<file path="config.mk">
export PLATFORM = sky130hd
export DESIGN_NAME = battery_cell_monitor_flat
export DESIGN_NICKNAME = d
export VERILOG_FILES = /design/src/hdl/bcm_pkg.sv /design/src/hdl/bcm_ifs.sv /design/src/hdl/bcm_cfg.sv /design/src/hdl/bcm_mul.sv /design/src/hdl/bcm_seq.sv /design/src/hdl/battery_cell_monitor.sv /design/src/flat_wrapper.sv
export SDC_FILE = /design/constraint.sdc
export NUM_CORES = 2
export LEC_CHECK = 0
export ABC_CLOCK_PERIOD_IN_PS = 27200
export CAP_MARGIN = 15
export CELL_PAD_IN_SITES_DETAIL_PLACEMENT = 1
export CELL_PAD_IN_SITES_GLOBAL_PLACEMENT = 1
export CORE_UTILIZATION = 45
export CTS_CLUSTER_SIZE = 25
export DETAILED_ROUTE_END_ITERATION = 10
export DONT_BUFFER_PORTS = 1
export GPL_ROUTABILITY_DRIVEN = 0
export PLACE_DENSITY_LB_ADDON = 0.1
export SLEW_MARGIN = 20
export SYNTH_ARGS = -nofsm -noshare
export SYNTH_HDL_FRONTEND = slang
export SYNTH_HIERARCHICAL = 1
export SYNTH_SLANG_ARGS = --single-unit
</file>
<file path="constraint.sdc">
create_clock -name clk -period 27.2 [get_ports clk]
set_input_delay 5.44 -clock clk [delete_from_list [all_inputs] [get_ports clk]]
set_output_delay 5.44 -clock clk [all_outputs]
set_load 0.02 [all_outputs]
</file>
<file path="src/hdl/bcm_pkg.sv">
`timescale 1ns / 1ps
`default_nettype none
// ----------------------------------------------------------------------------
// Battery cell monitor package
// Shared constants, register map, status codes and bus types.
// ----------------------------------------------------------------------------
package bcm_pkg;

  // Default number of series cells that the counter looks for.
  localparam int MAX_CELLS_DEF = 6;

  // Configuration port geometry.
  localparam int CFG_AW = 5;
  localparam int CFG_DW = 32;

  // Register indexes.
  localparam logic [2:0] REG_PACK_GAIN   = 3'd0;
  localparam logic [2:0] REG_ADC_REF     = 3'd1;
  localparam logic [2:0] REG_CELL_FULL   = 3'd2;
  localparam logic [2:0] REG_CELL_WARN   = 3'd3;
  localparam logic [2:0] REG_CELL_EMPTY  = 3'd4;
  localparam logic [2:0] REG_SETTLE_BAND = 3'd5;

  // Register reset values.
  localparam logic [23:0] RST_PACK_GAIN   = 24'd580000;
  localparam logic [11:0] RST_ADC_REF     = 12'd3300;
  localparam logic [12:0] RST_CELL_FULL   = 13'd4200;
  localparam logic [12:0] RST_CELL_WARN   = 13'd3500;
  localparam logic [12:0] RST_CELL_EMPTY  = 13'd3300;
  localparam logic [9:0]  RST_SETTLE_BAND = 10'd100;

  // Pack status codes.
  localparam logic [1:0] STAT_NC   = 2'd0;
  localparam logic [1:0] STAT_OK   = 2'd1;
  localparam logic [1:0] STAT_LOW  = 2'd2;
  localparam logic [1:0] STAT_VLOW = 2'd3;

  // Filter coefficients in Q15 and the rounding term.
  localparam logic [30:0] PACK_OLD_Q15 = 31'd29491;
  localparam logic [30:0] PACK_NEW_Q15 = 31'd3277;
  localparam logic [30:0] TEMP_OLD_Q15 = 31'd22938;
  localparam logic [30:0] TEMP_NEW_Q15 = 31'd9830;
  localparam logic signed [43:0] ROUND_Q15 = 44'sd16384;

  // Exact floor division by 4095 for dividends below 2**30:
  // q = (x * ceil(2**42 / 4095)) >> 42.
  localparam logic [30:0] RCP_4095 = 31'd1074004033;

  // Sensor reads 760 mV at 25 C with 400 C/V, so the offset in
  // centidegrees is 30400 - 2500 and the scale is 40 per millivolt.
  localparam logic signed [18:0] TEMP_OFS_CENTI = 19'sd27900;

  // Configuration register values as seen by the datapath.
  typedef struct packed {
    logic [23:0] pack_gain;
    logic [11:0] adc_ref;
    logic [12:0] cell_full;
    logic [12:0] cell_warn;
    logic [12:0] cell_empty;
    logic [9:0]  settle_band;
  } cfg_t;

  // Operands for the shared multiplier.
  typedef struct packed {
    logic signed [31:0] a;
    logic        [30:0] b;
  } mul_op_t;

  // Reciprocal of the cell count for a 16-bit dividend, exact after >> 19.
  // A count of zero divides by one.
  function automatic logic [19:0] cell_recip(input logic [2:0] cnt);
    logic [19:0] r;
    begin
      case (cnt)
        3'd0:    r = 20'd524288;
        3'd1:    r = 20'd524288;
        3'd2:    r = 20'd262144;
        3'd3:    r = 20'd174763;
        3'd4:    r = 20'd131072;
        3'd5:    r = 20'd104858;
        3'd6:    r = 20'd87382;
        3'd7:    r = 20'd74899;
        default: r = 20'd524288;
      endcase
      return r;
    end
  endfunction

endpackage
`default_nettype wire

</file>
<file path="src/hdl/bcm_ifs.sv">
`timescale 1ns / 1ps
`default_nettype none
// ----------------------------------------------------------------------------
// Battery cell monitor channel interfaces
// Valid/ready channels for sample requests and status results.
// ----------------------------------------------------------------------------
interface bcm_in_if;
  logic        valid;
  logic        ready;
  logic [11:0] pack_sample;
  logic [11:0] temp_sample;

  modport source (output valid, output pack_sample, output temp_sample, input ready);
  modport sink   (input valid, input pack_sample, input temp_sample, output ready);
endinterface

interface bcm_out_if;
  logic               valid;
  logic               ready;
  logic [1:0]         pack_status;
  logic [2:0]         cell_count;
  logic [15:0]        pack_mv;
  logic [15:0]        cell_mv;
  logic               is_settled;
  logic signed [18:0] die_temp_centi;

  modport source (output valid, output pack_status, output cell_count, output pack_mv,
                  output cell_mv, output is_settled, output die_temp_centi, input ready);
  modport sink   (input valid, input pack_status, input cell_count, input pack_mv,
                  input cell_mv, input is_settled, input die_temp_centi, output ready);
endinterface
`default_nettype wire

</file>
<file path="src/hdl/bcm_cfg.sv">
`timescale 1ns / 1ps
`default_nettype none
// ----------------------------------------------------------------------------
// Battery cell monitor register file
// APB-style write and read access to the six configuration registers.
// ----------------------------------------------------------------------------
module bcm_cfg (
  input  wire                          clk,
  input  wire                          rst_n,
  input  wire                          psel,
  input  wire                          penable,
  input  wire                          pwrite,
  input  wire  [bcm_pkg::CFG_AW-1:0]   paddr,
  input  wire  [bcm_pkg::CFG_DW-1:0]   pwdata,
  output logic [bcm_pkg::CFG_DW-1:0]   prdata,
  output logic                         pready,
  output bcm_pkg::cfg_t                cfg
);

  bcm_pkg::cfg_t cfg_r;
  logic [2:0]    idx;
  logic          wr_en;

  assign idx    = paddr[4:2];
  assign wr_en  = psel && penable && pwrite;
  assign pready = 1'b1;
  assign cfg    = cfg_r;

  always_ff @(posedge clk) begin
    if (!rst_n) begin
      cfg_r.pack_gain   <= bcm_pkg::RST_PACK_GAIN;
      cfg_r.adc_ref     <= bcm_pkg::RST_ADC_REF;
      cfg_r.cell_full   <= bcm_pkg::RST_CELL_FULL;
      cfg_r.cell_warn   <= bcm_pkg::RST_CELL_WARN;
      cfg_r.cell_empty  <= bcm_pkg::RST_CELL_EMPTY;
      cfg_r.settle_band <= bcm_pkg::RST_SETTLE_BAND;
    end else if (wr_en) begin
      case (idx)
        bcm_pkg::REG_PACK_GAIN:   cfg_r.pack_gain   <= pwdata[23:0];
        bcm_pkg::REG_ADC_REF:     cfg_r.adc_ref     <= pwdata[11:0];
        bcm_pkg::REG_CELL_FULL:   cfg_r.cell_full   <= pwdata[12:0];
        bcm_pkg::REG_CELL_WARN:   cfg_r.cell_warn   <= pwdata[12:0];
        bcm_pkg::REG_CELL_EMPTY:  cfg_r.cell_empty  <= pwdata[12:0];
        bcm_pkg::REG_SETTLE_BAND: cfg_r.settle_band <= pwdata[9:0];
        default: begin
        end
      endcase
    end
  end

  always_comb begin
    case (idx)
      bcm_pkg::REG_PACK_GAIN:   prdata = 32'(cfg_r.pack_gain);
      bcm_pkg::REG_ADC_REF:     prdata = 32'(cfg_r.adc_ref);
      bcm_pkg::REG_CELL_FULL:   prdata = 32'(cfg_r.cell_full);
      bcm_pkg::REG_CELL_WARN:   prdata = 32'(cfg_r.cell_warn);
      bcm_pkg::REG_CELL_EMPTY:  prdata = 32'(cfg_r.cell_empty);
      bcm_pkg::REG_SETTLE_BAND: prdata = 32'(cfg_r.settle_band);
      default:                  prdata = '0;
    endcase
  end

endmodule
`default_nettype wire

</file>
<file path="src/hdl/bcm_mul.sv">
`timescale 1ns / 1ps
`default_nettype none
// ----------------------------------------------------------------------------
// Battery cell monitor shared multiplier
// Signed 32-bit by unsigned 31-bit multiply with a registered product.
// ----------------------------------------------------------------------------
module bcm_mul (
  input  wire                   clk,
  input  bcm_pkg::mul_op_t      op,
  output logic signed [62:0]    prod
);

  logic signed [62:0] prod_r;

  always_ff @(posedge clk) begin
    prod_r <= op.a * $signed({1'b0, op.b});
  end

  assign prod = prod_r;

endmodule
`default_nettype wire

</file>
<file path="src/hdl/bcm_seq.sv">
`timescale 1ns / 1ps
`default_nettype none
// ----------------------------------------------------------------------------
// Battery cell monitor sequencer
// Steps one sample request through the shared multiplier, runs the filters,
// the cell counter and the status logic, and holds the result register.
// ----------------------------------------------------------------------------
module bcm_seq #(
  parameter int MAX_CELLS = bcm_pkg::MAX_CELLS_DEF
) (
  input  wire                 clk,
  input  wire                 rst_n,
  input  bcm_pkg::cfg_t       cfg,
  output bcm_pkg::mul_op_t    mul_op,
  input  wire signed [62:0]   prod,
  bcm_in_if.sink              in_req,
  bcm_out_if.source           out_req
);

  localparam int KW = $clog2(MAX_CELLS + 1);

  localparam logic [3:0] ST_IDLE = 4'd0;
  localparam logic [3:0] ST_RAW  = 4'd1;
  localparam logic [3:0] ST_FPM  = 4'd2;
  localparam logic [3:0] ST_RQM  = 4'd3;
  localparam logic [3:0] ST_TSM  = 4'd4;
  localparam logic [3:0] ST_FTM  = 4'd5;
  localparam logic [3:0] ST_RCP  = 4'd6;
  localparam logic [3:0] ST_QUO  = 4'd7;
  localparam logic [3:0] ST_INM  = 4'd8;
  localparam logic [3:0] ST_TMP  = 4'd9;
  localparam logic [3:0] ST_CNT  = 4'd10;
  localparam logic [3:0] ST_DONE = 4'd11;

  // Control and model state
  logic [3:0]         state_r, state_nxt;
  logic [23:0]        fp_r, fp_nxt;
  logic signed [27:0] ft_r, ft_nxt;
  logic [1:0]         status_r, status_nxt;
  logic [2:0]         cells_r, cells_nxt;
  logic [15:0]        cmv_r, cmv_nxt;
  logic               settled_r, settled_nxt;
  logic               out_valid_r, out_valid_nxt;

  // Working registers
  logic [11:0]        ps_r, ps_nxt;
  logic [11:0]        ts_r, ts_nxt;
  logic [15:0]        raw_r, raw_nxt;
  logic signed [43:0] acc_r, acc_nxt;
  logic [29:0]        x_r, x_nxt;
  logic signed [18:0] inst_r, inst_nxt;
  logic [15:0]        cdiv_r, cdiv_nxt;
  logic [KW-1:0]      k_r, k_nxt;
  logic [15:0]        lim_r, lim_nxt;

  // Result register
  logic [1:0]         o_status_r;
  logic [2:0]         o_cells_r;
  logic [15:0]        o_pack_r;
  logic [15:0]        o_cell_r;
  logic               o_settled_r;
  logic signed [18:0] o_temp_r;
  logic               out_load;

  // Shared datapath pieces
  logic               in_fire;
  logic signed [43:0] filt_sum;
  logic [23:0]        raw_q8;
  logic [23:0]        diff;
  logic               settled_now;
  logic               cnt_hit;

  assign in_fire  = in_req.valid && in_req.ready;
  assign in_req.ready = (state_r == ST_IDLE);

  // Rounded Q15 filter sum; the new-sample product is shifted up 8 bits.
  assign filt_sum = acc_r + $signed({prod[35:0], 8'b0}) + bcm_pkg::ROUND_Q15;

  assign raw_q8 = {raw_r, 8'b0};
  assign diff   = (fp_r >= raw_q8) ? (fp_r - raw_q8) : (raw_q8 - fp_r);
  assign settled_now = (fp_r != 24'd0) && (diff < {6'b0, cfg.settle_band, 8'b0});
  assign cnt_hit = (fp_r <= {lim_r, 8'b0}) || (k_r == KW'(MAX_CELLS));

  always_comb begin
    mul_op.a = '0;
    mul_op.b = '0;
    case (state_r)
      ST_RAW: begin
        mul_op.a = 32'(ps_r);
        mul_op.b = 31'(cfg.pack_gain);
      end
      ST_FPM: begin
        mul_op.a = 32'(fp_r);
        mul_op.b = bcm_pkg::PACK_OLD_Q15;
      end
      ST_RQM: begin
        mul_op.a = 32'(raw_r);
        mul_op.b = bcm_pkg::PACK_NEW_Q15;
      end
      ST_TSM: begin
        mul_op.a = 32'(ts_r);
        mul_op.b = 31'(cfg.adc_ref);
      end
      ST_FTM: begin
        mul_op.a = 32'(ft_r);
        mul_op.b = bcm_pkg::TEMP_OLD_Q15;
      end
      ST_RCP: begin
        mul_op.a = 32'(x_r);
        mul_op.b = bcm_pkg::RCP_4095;
      end
      ST_QUO: begin
        mul_op.a = 32'(fp_r[23:8]);
        mul_op.b = 31'(bcm_pkg::cell_recip(cells_r));
      end
      ST_INM: begin
        mul_op.a = 32'(inst_r);
        mul_op.b = bcm_pkg::TEMP_NEW_Q15;
      end
      default: begin
      end
    endcase
  end

  always_comb begin
    state_nxt     = state_r;
    fp_nxt        = fp_r;
    ft_nxt        = ft_r;
    status_nxt    = status_r;
    cells_nxt     = cells_r;
    cmv_nxt       = cmv_r;
    settled_nxt   = settled_r;
    ps_nxt        = ps_r;
    ts_nxt        = ts_r;
    raw_nxt       = raw_r;
    acc_nxt       = acc_r;
    x_nxt         = x_r;
    inst_nxt      = inst_r;
    cdiv_nxt      = cdiv_r;
    k_nxt         = k_r;
    lim_nxt       = lim_r;
    out_load      = 1'b0;
    out_valid_nxt = out_valid_r && !out_req.ready;

    case (state_r)
      ST_IDLE: begin
        if (in_fire) begin
          ps_nxt    = in_req.pack_sample;
          ts_nxt    = in_req.temp_sample;
          state_nxt = ST_RAW;
        end
      end
      ST_RAW: state_nxt = ST_FPM;
      ST_FPM: begin
        raw_nxt   = (prod[35:32] != 4'd0) ? 16'hFFFF : prod[31:16];
        state_nxt = ST_RQM;
      end
      ST_RQM: begin
        acc_nxt   = $signed(prod[43:0]);
        state_nxt = ST_TSM;
      end
      ST_TSM: begin
        fp_nxt    = filt_sum[38:15];
        state_nxt = ST_FTM;
      end
      ST_FTM: begin
        x_nxt     = {prod[24:0], 5'b0} + {2'b0, prod[24:0], 3'b0};
        state_nxt = ST_RCP;
      end
      ST_RCP: begin
        acc_nxt   = $signed(prod[43:0]);
        state_nxt = ST_QUO;
      end
      ST_QUO: begin
        inst_nxt  = $signed({1'b0, prod[59:42]}) - bcm_pkg::TEMP_OFS_CENTI;
        state_nxt = ST_INM;
      end
      ST_INM: begin
        cdiv_nxt  = prod[34:19];
        state_nxt = ST_TMP;
      end
      ST_TMP: begin
        ft_nxt    = filt_sum[42:15];
        state_nxt = ST_DONE;
        if (status_r != bcm_pkg::STAT_NC) begin
          cmv_nxt = cdiv_r;
          if (cdiv_r < 16'(cfg.cell_empty)) begin
            status_nxt = bcm_pkg::STAT_VLOW;
          end else if (cdiv_r < 16'(cfg.cell_warn)) begin
            status_nxt = bcm_pkg::STAT_LOW;
          end
          if (fp_r < {3'b0, cfg.cell_empty, 8'b0}) begin
            status_nxt  = bcm_pkg::STAT_NC;
            settled_nxt = 1'b0;
            cells_nxt   = 3'd0;
            cmv_nxt     = 16'd0;
          end
        end else if (settled_now) begin
          k_nxt     = KW'(1);
          lim_nxt   = 16'(cfg.cell_full);
          state_nxt = ST_CNT;
        end
      end
      ST_CNT: begin
        if (cnt_hit) begin
          settled_nxt = 1'b1;
          state_nxt   = ST_DONE;
          if (raw_r < 16'(cfg.cell_empty)) begin
            cells_nxt = 3'd0;
            cmv_nxt   = 16'd0;
          end else begin
            cells_nxt  = 3'(k_r);
            status_nxt = bcm_pkg::STAT_OK;
          end
        end else begin
          k_nxt   = k_r + KW'(1);
          lim_nxt = lim_r + 16'(cfg.cell_full);
        end
      end
      ST_DONE: begin
        if (!out_valid_r || out_req.ready) begin
          out_load      = 1'b1;
          out_valid_nxt = 1'b1;
          state_nxt     = ST_IDLE;
        end
      end
      default: state_nxt = ST_IDLE;
    endcase
  end

  always_ff @(posedge clk) begin
    if (!rst_n) begin
      state_r     <= ST_IDLE;
      fp_r        <= '0;
      ft_r        <= '0;
      status_r    <= bcm_pkg::STAT_NC;
      cells_r     <= '0;
      cmv_r       <= '0;
      settled_r   <= 1'b0;
      out_valid_r <= 1'b0;
    end else begin
      state_r     <= state_nxt;
      fp_r        <= fp_nxt;
      ft_r        <= ft_nxt;
      status_r    <= status_nxt;
      cells_r     <= cells_nxt;
      cmv_r       <= cmv_nxt;
      settled_r   <= settled_nxt;
      out_valid_r <= out_valid_nxt;
    end
  end

  always_ff @(posedge clk) begin
    ps_r   <= ps_nxt;
    ts_r   <= ts_nxt;
    raw_r  <= raw_nxt;
    acc_r  <= acc_nxt;
    x_r    <= x_nxt;
    inst_r <= inst_nxt;
    cdiv_r <= cdiv_nxt;
    k_r    <= k_nxt;
    lim_r  <= lim_nxt;
    if (out_load) begin
      o_status_r  <= status_r;
      o_cells_r   <= cells_r;
      o_pack_r    <= fp_r[23:8];
      o_cell_r    <= cmv_r;
      o_settled_r <= settled_r;
      o_temp_r    <= ft_r[26:8];
    end
  end

  assign out_req.valid          = out_valid_r;
  assign out_req.pack_status    = o_status_r;
  assign out_req.cell_count     = o_cells_r;
  assign out_req.pack_mv        = o_pack_r;
  assign out_req.cell_mv        = o_cell_r;
  assign out_req.is_settled     = o_settled_r;
  assign out_req.die_temp_centi = o_temp_r;

  a_start: assert property (@(posedge clk) disable iff (!rst_n)
    in_fire |=> (state_r == ST_RAW))
    else $error("accepted request did not start the sequence");

  a_nc_cells: assert property (@(posedge clk) disable iff (!rst_n)
    (status_r == bcm_pkg::STAT_NC) |-> (cells_r == 3'd0))
    else $error("cell count kept while not connected");

  a_conn_settled: assert property (@(posedge clk) disable iff (!rst_n)
    (status_r != bcm_pkg::STAT_NC) |-> settled_r)
    else $error("connected without settled flag");

  a_out_src: assert property (@(posedge clk) disable iff (!rst_n)
    $rose(out_valid_r) |-> $past(state_r == ST_DONE))
    else $error("result appeared outside the final step");

endmodule
`default_nettype wire

</file>
<file path="src/hdl/battery_cell_monitor.sv">
`timescale 1ns / 1ps
`default_nettype none
// ----------------------------------------------------------------------------
// Battery cell monitor
// Pack voltage and die temperature supervisor with cell counting.
// ----------------------------------------------------------------------------
// A request is accepted only in idle and then steps through the sequencer states
// in order; on the step that connects, the cell counter runs as well, and the
// final step waits while an earlier result is still not taken. The eight products
// go one after another through the single shared multiplier.
// Reset (rst_n low, synchronous): registers return to their defaults, filters
// and status clear to not connected, and no result is pending.
// ----------------------------------------------------------------------------
module battery_cell_monitor #(
  parameter int MAX_CELLS = bcm_pkg::MAX_CELLS_DEF
) (
  input  wire                          clk,
  input  wire                          rst_n,
  // Configuration port
  input  wire                          psel,
  input  wire                          penable,
  input  wire                          pwrite,
  input  wire  [bcm_pkg::CFG_AW-1:0]   paddr,
  input  wire  [bcm_pkg::CFG_DW-1:0]   pwdata,
  output logic [bcm_pkg::CFG_DW-1:0]   prdata,
  output logic                         pready,
  // Sample requests in, status results out
  bcm_in_if.sink                       in_req,
  bcm_out_if.source                    out_req
);

  // Register values shared with the sequencer. Writes are only expected
  // while no request is in flight, so the datapath reads them directly.
  bcm_pkg::cfg_t    cfg;

  // The one multiplier that every product goes through. Its product is
  // registered, so the sequencer issues a pair of operands in one step and
  // consumes the product in the next while issuing the following pair.
  bcm_pkg::mul_op_t mul_op;
  logic signed [62:0] prod;

  bcm_cfg u_cfg (
    .clk     (clk),
    .rst_n   (rst_n),
    .psel    (psel),
    .penable (penable),
    .pwrite  (pwrite),
    .paddr   (paddr),
    .pwdata  (pwdata),
    .prdata  (prdata),
    .pready  (pready),
    .cfg     (cfg)
  );

  bcm_mul u_mul (
    .clk  (clk),
    .op   (mul_op),
    .prod (prod)
  );

  // The sequencer scales the pack sample, runs both Q15 low-pass filters,
  // converts the temperature through a reciprocal multiply by 1/4095,
  // divides the pack voltage by the cell count with a reciprocal table,
  // counts cells one compare per cycle and updates the status. The result
  // register lets a new request in while the previous result still waits.
  bcm_seq #(
    .MAX_CELLS (MAX_CELLS)
  ) u_seq (
    .clk     (clk),
    .rst_n   (rst_n),
    .cfg     (cfg),
    .mul_op  (mul_op),
    .prod    (prod),
    .in_req  (in_req),
    .out_req (out_req)
  );

endmodule
`default_nettype wire
</file>
<file path="src/flat_wrapper.sv">
// flat-port wrapper written by rule: the top's interface ports become plain ports
module battery_cell_monitor_flat 
#(
  parameter int MAX_CELLS = bcm_pkg::MAX_CELLS_DEF
)
  (clk, rst_n, psel, penable, pwrite, paddr, pwdata, prdata, pready, in_req_valid, in_req_pack_sample, in_req_temp_sample, in_req_ready, out_req_valid, out_req_pack_status, out_req_cell_count, out_req_pack_mv, out_req_cell_mv, out_req_is_settled, out_req_die_temp_centi, out_req_ready);
  bcm_in_if in_req_i ();
  bcm_out_if out_req_i ();
  input  wire clk;
  input  wire rst_n;
  input  wire psel;
  input  wire penable;
  input  wire pwrite;
  input  wire  [bcm_pkg::CFG_AW-1:0] paddr;
  input  wire  [bcm_pkg::CFG_DW-1:0] pwdata;
  output logic [bcm_pkg::CFG_DW-1:0] prdata;
  output logic pready;
  input wire logic [$bits(in_req_i.valid)-1:0] in_req_valid;
  input wire logic [$bits(in_req_i.pack_sample)-1:0] in_req_pack_sample;
  input wire logic [$bits(in_req_i.temp_sample)-1:0] in_req_temp_sample;
  output wire logic [$bits(in_req_i.ready)-1:0] in_req_ready;
  output wire logic [$bits(out_req_i.valid)-1:0] out_req_valid;
  output wire logic [$bits(out_req_i.pack_status)-1:0] out_req_pack_status;
  output wire logic [$bits(out_req_i.cell_count)-1:0] out_req_cell_count;
  output wire logic [$bits(out_req_i.pack_mv)-1:0] out_req_pack_mv;
  output wire logic [$bits(out_req_i.cell_mv)-1:0] out_req_cell_mv;
  output wire logic [$bits(out_req_i.is_settled)-1:0] out_req_is_settled;
  output wire logic [$bits(out_req_i.die_temp_centi)-1:0] out_req_die_temp_centi;
  input wire logic [$bits(out_req_i.ready)-1:0] out_req_ready;
  assign in_req_i.valid = in_req_valid;
  assign in_req_i.pack_sample = in_req_pack_sample;
  assign in_req_i.temp_sample = in_req_temp_sample;
  assign in_req_ready = in_req_i.ready;
  assign out_req_valid = out_req_i.valid;
  assign out_req_pack_status = out_req_i.pack_status;
  assign out_req_cell_count = out_req_i.cell_count;
  assign out_req_pack_mv = out_req_i.pack_mv;
  assign out_req_cell_mv = out_req_i.cell_mv;
  assign out_req_is_settled = out_req_i.is_settled;
  assign out_req_die_temp_centi = out_req_i.die_temp_centi;
  assign out_req_i.ready = out_req_ready;
  battery_cell_monitor #(.MAX_CELLS(MAX_CELLS)) u_core (.clk(clk), .rst_n(rst_n), .psel(psel), .penable(penable), .pwrite(pwrite), .paddr(paddr), .pwdata(pwdata), .prdata(prdata), .pready(pready), .in_req(in_req_i), .out_req(out_req_i));
endmodule
</file>
# Word-level counts from Yosys, hierarchy flattened
# Memory sizes are Yosys's and may differ from the RTL's. A register that Yosys moved wholly into a read port is not among the register bits.
# Cells that the tools add are included.
[op_classes]
add_sub_neg = 8
multipliers = 1
order_cmp = 7
n_eq_ne = 28
muxes = 44
n_reduce_logical = 28
[ops]
columns = ["cell", "n"]
rows = [
  ["$pmux W63 S8", 1],
  ["$pmux W24 S6", 1],
  ["$mux W16", 7],
  ["$pmux W16 S2", 2],
  ["$mul A32 B32 Y60", 1],
  ["$lt A16 B13 Y1", 3],
  ["$pmux W4 S12", 1],
  ["$sub A24 B24 Y24", 2],
  ["$add A43 B16 Y43 const B", 1],
  ["$add A43 B43 Y43", 1],
  ["$add A30 B28 Y30", 1],
  ["$mux W3", 9],
  ["$ge A24 B24 Y1", 1],
  ["$le A24 B24 Y1", 1],
  ["$lt A24 B18 Y1", 1],
  ["$lt A24 B21 Y1", 1],
  ["$mux W24", 1],
  ["$reduce_bool A24 Y1", 1],
  ["$sub A18 B15 Y19 const B", 1],
  ["$ne A2 B2 Y1 const B", 9],
  ["$add A16 B13 Y16", 1],
  ["$eq A4 B3 Y1 const B", 4],
  ["$eq A4 B4 Y1 const B", 4],
  ["$reduce_and A2 Y1", 7],
  ["25 further kinds", 54],
]
[word_totals]
ff_bits = 448
rom_bits = 160
memories = 1
[mem_list]
columns = ["memory", "depth", "width", "rd", "rd_clocked_by_memory_dff", "write_ports", "line", "rtl"]
rows = [
  ["(name not given)", 8, 20, 1, 1, 0, "bcm_pkg.sv:74", "case (cnt)"],
]

# Logic depth before layout (Yosys ltp)
[logic_depth]
depth_word = 7
mapped_depth = 36
depth_no_buf = 33

# Modules after synthesis
# The synthesis kept the hierarchy.
[by_module_without_submodules]
columns = ["mod", "n_inst", "cells_per_inst", "area_each_um2", "seq_area_each_um2"]
rows = [
  ["bcm_mul", 1, 3857, 36746.5, 1261.2],
  ["bcm_seq", 1, 1837, 18489.0, 8217.9],
  ["bcm_cfg", 1, 454, 4129.0, 1701.6],
]

# Least setup slack after synthesis
# No wires, ideal clock.
[synth_path]
path_kind = "input port to output port"
from = "input paddr[3] in the netlist's numbering"
to = "output prdata[3] in the netlist's numbering"
arrival_time_ns = 6.549
required_time_ns = 21.760
slack_ns = 15.211
path_stages = 5
path_buffers = 2
path_cell_list = "buf_4 buf_2 nor2_1 a22oi_1 o21ai_0"
[synth_via]
elab_chain_cells = 2
word_cells_on_any_way = 7
[synth_lines]
columns = ["item", "line", "rtl"]
rows = [
  ["from (decl)", "flat_wrapper.sv:14", "input wire [bcm_pkg::CFG_AW-1:0] paddr;"],
  ["$eq A3 B3 Y1 (tied with other cells)", "bcm_cfg.sv:52", "case (idx)"],
  ["$pmux W24 S6 *", "bcm_cfg.sv:52", ""],
  ["to (decl)", "flat_wrapper.sv:16", "output logic [bcm_pkg::CFG_DW-1:0] prdata;"],
]
# Every way passes the cells marked *; elsewhere a longest branch is shown, timed or not.

# Worst setup path in the final report
[layout_path]
from = "input paddr[4] in the netlist's numbering"
to = "output prdata[20] in the netlist's numbering"
# The elaborated chain is that of the path after synthesis.

==> out/summary.log <==
qor: run_status.status completed
qor: final_layout.fin_util 48.2%
qor: power.power.clock.fraction 29.0%
qor: power.ir_drop 0.0494 mV
qor: critical_path.worst_ep_arrival_time 6800 ps
qor: critical_path.critical-path-slowest-cell or2_1
qor: critical_path.critPathMaxFanout 18
qor: sta.timing.clock.skew 26.5 ps
qor: sta.timing.max_slew.rel_slack 16.2%
qor: global_route.grt_util_all_layers 29.7%
qor: critical_path.critical_path.n_buffers_inverters 0
qor: die.die_h 362 µm
qor: critical_path.req_time_crit_path 21,760 ps
qor: power.swShare 39.0%
qor: sta.setup_repair_after_global_routing_missed_its_margin no
qor: power.leakagePower 29.7 nW
qor: die.floorplan.core_area 128,000 µm²
qor: global_route.grt_max_degree 128
qor: worst_hold_path.worst_hold_startpoint u_core/u_mul/prod[40]
qor: sta.fin_hold_ws 404 ps
qor: route.route.detailed.vias_per_inst 5.56
qor: critical_path.crit_path_max_incr_delay 530 ps
qor: die.initial_utilization 45.6%
qor: route.drtPass1Iterations 5
qor: placement.dpl.hpwl 146,000 µm
qor: critical_path.cp_cell_sequence or2_1, nor2_1, and2_1
qor: clock_tree.clk_pin_slew_worst_paths 70 ps
qor: clock_tree.cts_setup_buffers 0
qor: clock_tree.ctsHoldBuffers 0
qor: final_layout.number_of_nets_in_the_finished_design 7,373
qor: sta.slew_viol_final 0
qor: clock_tree.clkSinkCount 449
qor: worst_hold_path.hp-class register to register
qor: clock_tree.cts_made_buffers 47
qor: yosys.synth_cells 6,051
qor: sta.tightest_slew 1260 ps
qor: yosys.synth-warning-count 6
qor: route.drc 0
qor: sta.min_period_over_period 45.0%
qor: yosys.post_synth_instance_area 58,400 µm²
qor: power.power-per-cell-area 38.9 nW/µm²
qor: final_layout.layout_common_cells 1,070 x inv_1, 1,023 x fa_1, 696 x and2_1, 604 x nand2_1, 393 x ha_1
qor: final_layout.layout-area-overhead-vs-synth 5.74%
qor: global_route.grt_first_pass_wirelength 293,000 µm
qor: final_layout.final_common_cell inv_1
qor: die.ios 160
qor: sta.finalWorstPathRequiredPeriod 12,240 ps
qor: clock_tree.clock_path_buffers 3
qor: critical_path.critical_path.top_delay_family simple AND/OR/NAND/NOR gates
qor: power.fin_total_pwr 2.40 mW
qor: critical_path.reg2reg_to u_core/u_mul/prod[57]
qor: route.drtAntennaViolNets 0
qor: route.route.detailed.wl_per_inst 24.8 µm
qor: critical_path.rr_worst_depth 29
qor: sta.hold_viol 0
qor: final_layout.post_route_cells_drive_above_1_share 4.61%
qor: critical_path.critical_path.reg2reg.startpoint u_core/u_seq/state_r[0]
qor: die.die_span_in_x 362 µm
qor: sta.maxClockFrequency 81.7 MHz
qor: clock_tree.clkLatencyLatePin 630 ps
qor: power.seq_power_share 34.8%
qor: power.switching_power 938 µW
qor: route.1st_iter_drt_viols 3,068
qor: placement.buffer_ports.inserted 0
qor: die.die_area 131,000 µm²
qor: worst_hold_path.worstHoldEndpoint u_core/u_seq/acc_r[40]
qor: clock_tree.cts_tree done
qor: critical_path.crit_type primary input to primary output
qor: sta.setup-tns-final 0 ps
qor: clock_tree.clock_tree.htree_level_count 2
qor: clock_tree.post_cts_resize_count 0
qor: critical_path.cp_num_cells 3
qor: route.route.vias.total 42,606
qor: critical_path.reg2reg_setup_slack 15,720 ps
qor: critical_path.cp-start-kind primary input
qor: sta.setup_viol 0
qor: global_route.globalRoute.totalOverflow 0
qor: power.comb_power_share 36.1%
qor: power.internal_pwr_total 1.47 mW
qor: yosys.syn_area_per_cell 9.65 µm²
qor: die.rows 131
qor: critical_path.setup.worst_path.end_class primary output
qor: job.drv_cap 0
qor: global_route.antenna_found_initial 18
qor: route.drt-total-wl 190,000 µm
qor: worst_hold_path.min_delay_path_depth 0
qor: global_route.first_global_vias 46,487
qor: clock_tree.cts.root.buffer_cell clkbuf_16
## sequential cells by signal (all words and copies together), names as in the netlist, 19 cells and up, named ones only
| register | cells |
|---|---|
| u_core/u_cfg/cfg | 85 |
| u_core/u_mul/prod | 60 |
| u_core/u_seq/acc_r | 35 |
| u_core/u_seq/ft_r | 28 |
| u_core/u_seq/x_r | 27 |
| u_core/u_seq/fp_r | 24 |
| u_core/u_seq/inst_r | 19 |
| u_core/u_seq/out_req.die_temp_centi | 19 |
## per-stage QoR
| step | cells | cell area (µm²) | setup slack, ps |
|---|---|---|---|
| floorplan | 6063 | 58500 | 15210 |
| global placement | 7568 | 60100 | 14620 |
| detailed placement | 7568 | 60100 | 14590 |
| CTS | 7656 | 61700 | 14580 |
| global route | 7660 | 61800 | 14850 |
| finish | 7665 | 61800 | 14960 |
## power by group through the flow
stage / clock (mW) / sequential, mW / combinational [mW]
floorplan: 0 / 0.798 / 0.568
global placement: 0 / 0.849 / 0.832
detailed placement: 0 / 0.849 / 0.849
CTS: 0.708 / 0.835 / 0.859
global route: 0.733 / 0.835 / 0.953
finish: 0.698 / 0.838 / 0.868
## area by class of cell
type / count / area (µm²)
antenna: 8 / 20.0
clock buffer: 62 / 1290
clock inverter: 26 / 330
fill: 14568 / 66400
inverter: 1073 / 4030
multi-input combinational: 4225 / 42100
sequential: 449 / 11100
tap: 1729 / 2160
timing repair buffer: 93 / 718
## metal layers
layer	up-vias	share of wire (%)	track usage [%]
met5	-	0.014	0
met2	1084	47	49.1
li1	18636	-	-
met4	4	1.9	5.39
met1	22671	45	42.1
met3	211	5.6	3.75
## worst register-to-register path: cells and delay by family (launching register included)
family / cells / cell delay (ps)
fa+ha+maj: 9 / 4890
simple gates: 8 / 3110
buf+inv: 7 / 1960
compound gates: 4 / 1010
flops: 1 / 310
xor+xnor: 1 / 160
## how the worst max path moves through the flow
stage,start,to
after floorplan,paddr[3],prdata[3]
after global placement,paddr[4],prdata[4]
after detailed placement,paddr[4],prdata[4]
after CTS,paddr[4],prdata[4]
after global routing,paddr[4],prdata[20]
final,paddr[4],prdata[20]
Power figures use the tool's default switching activity.
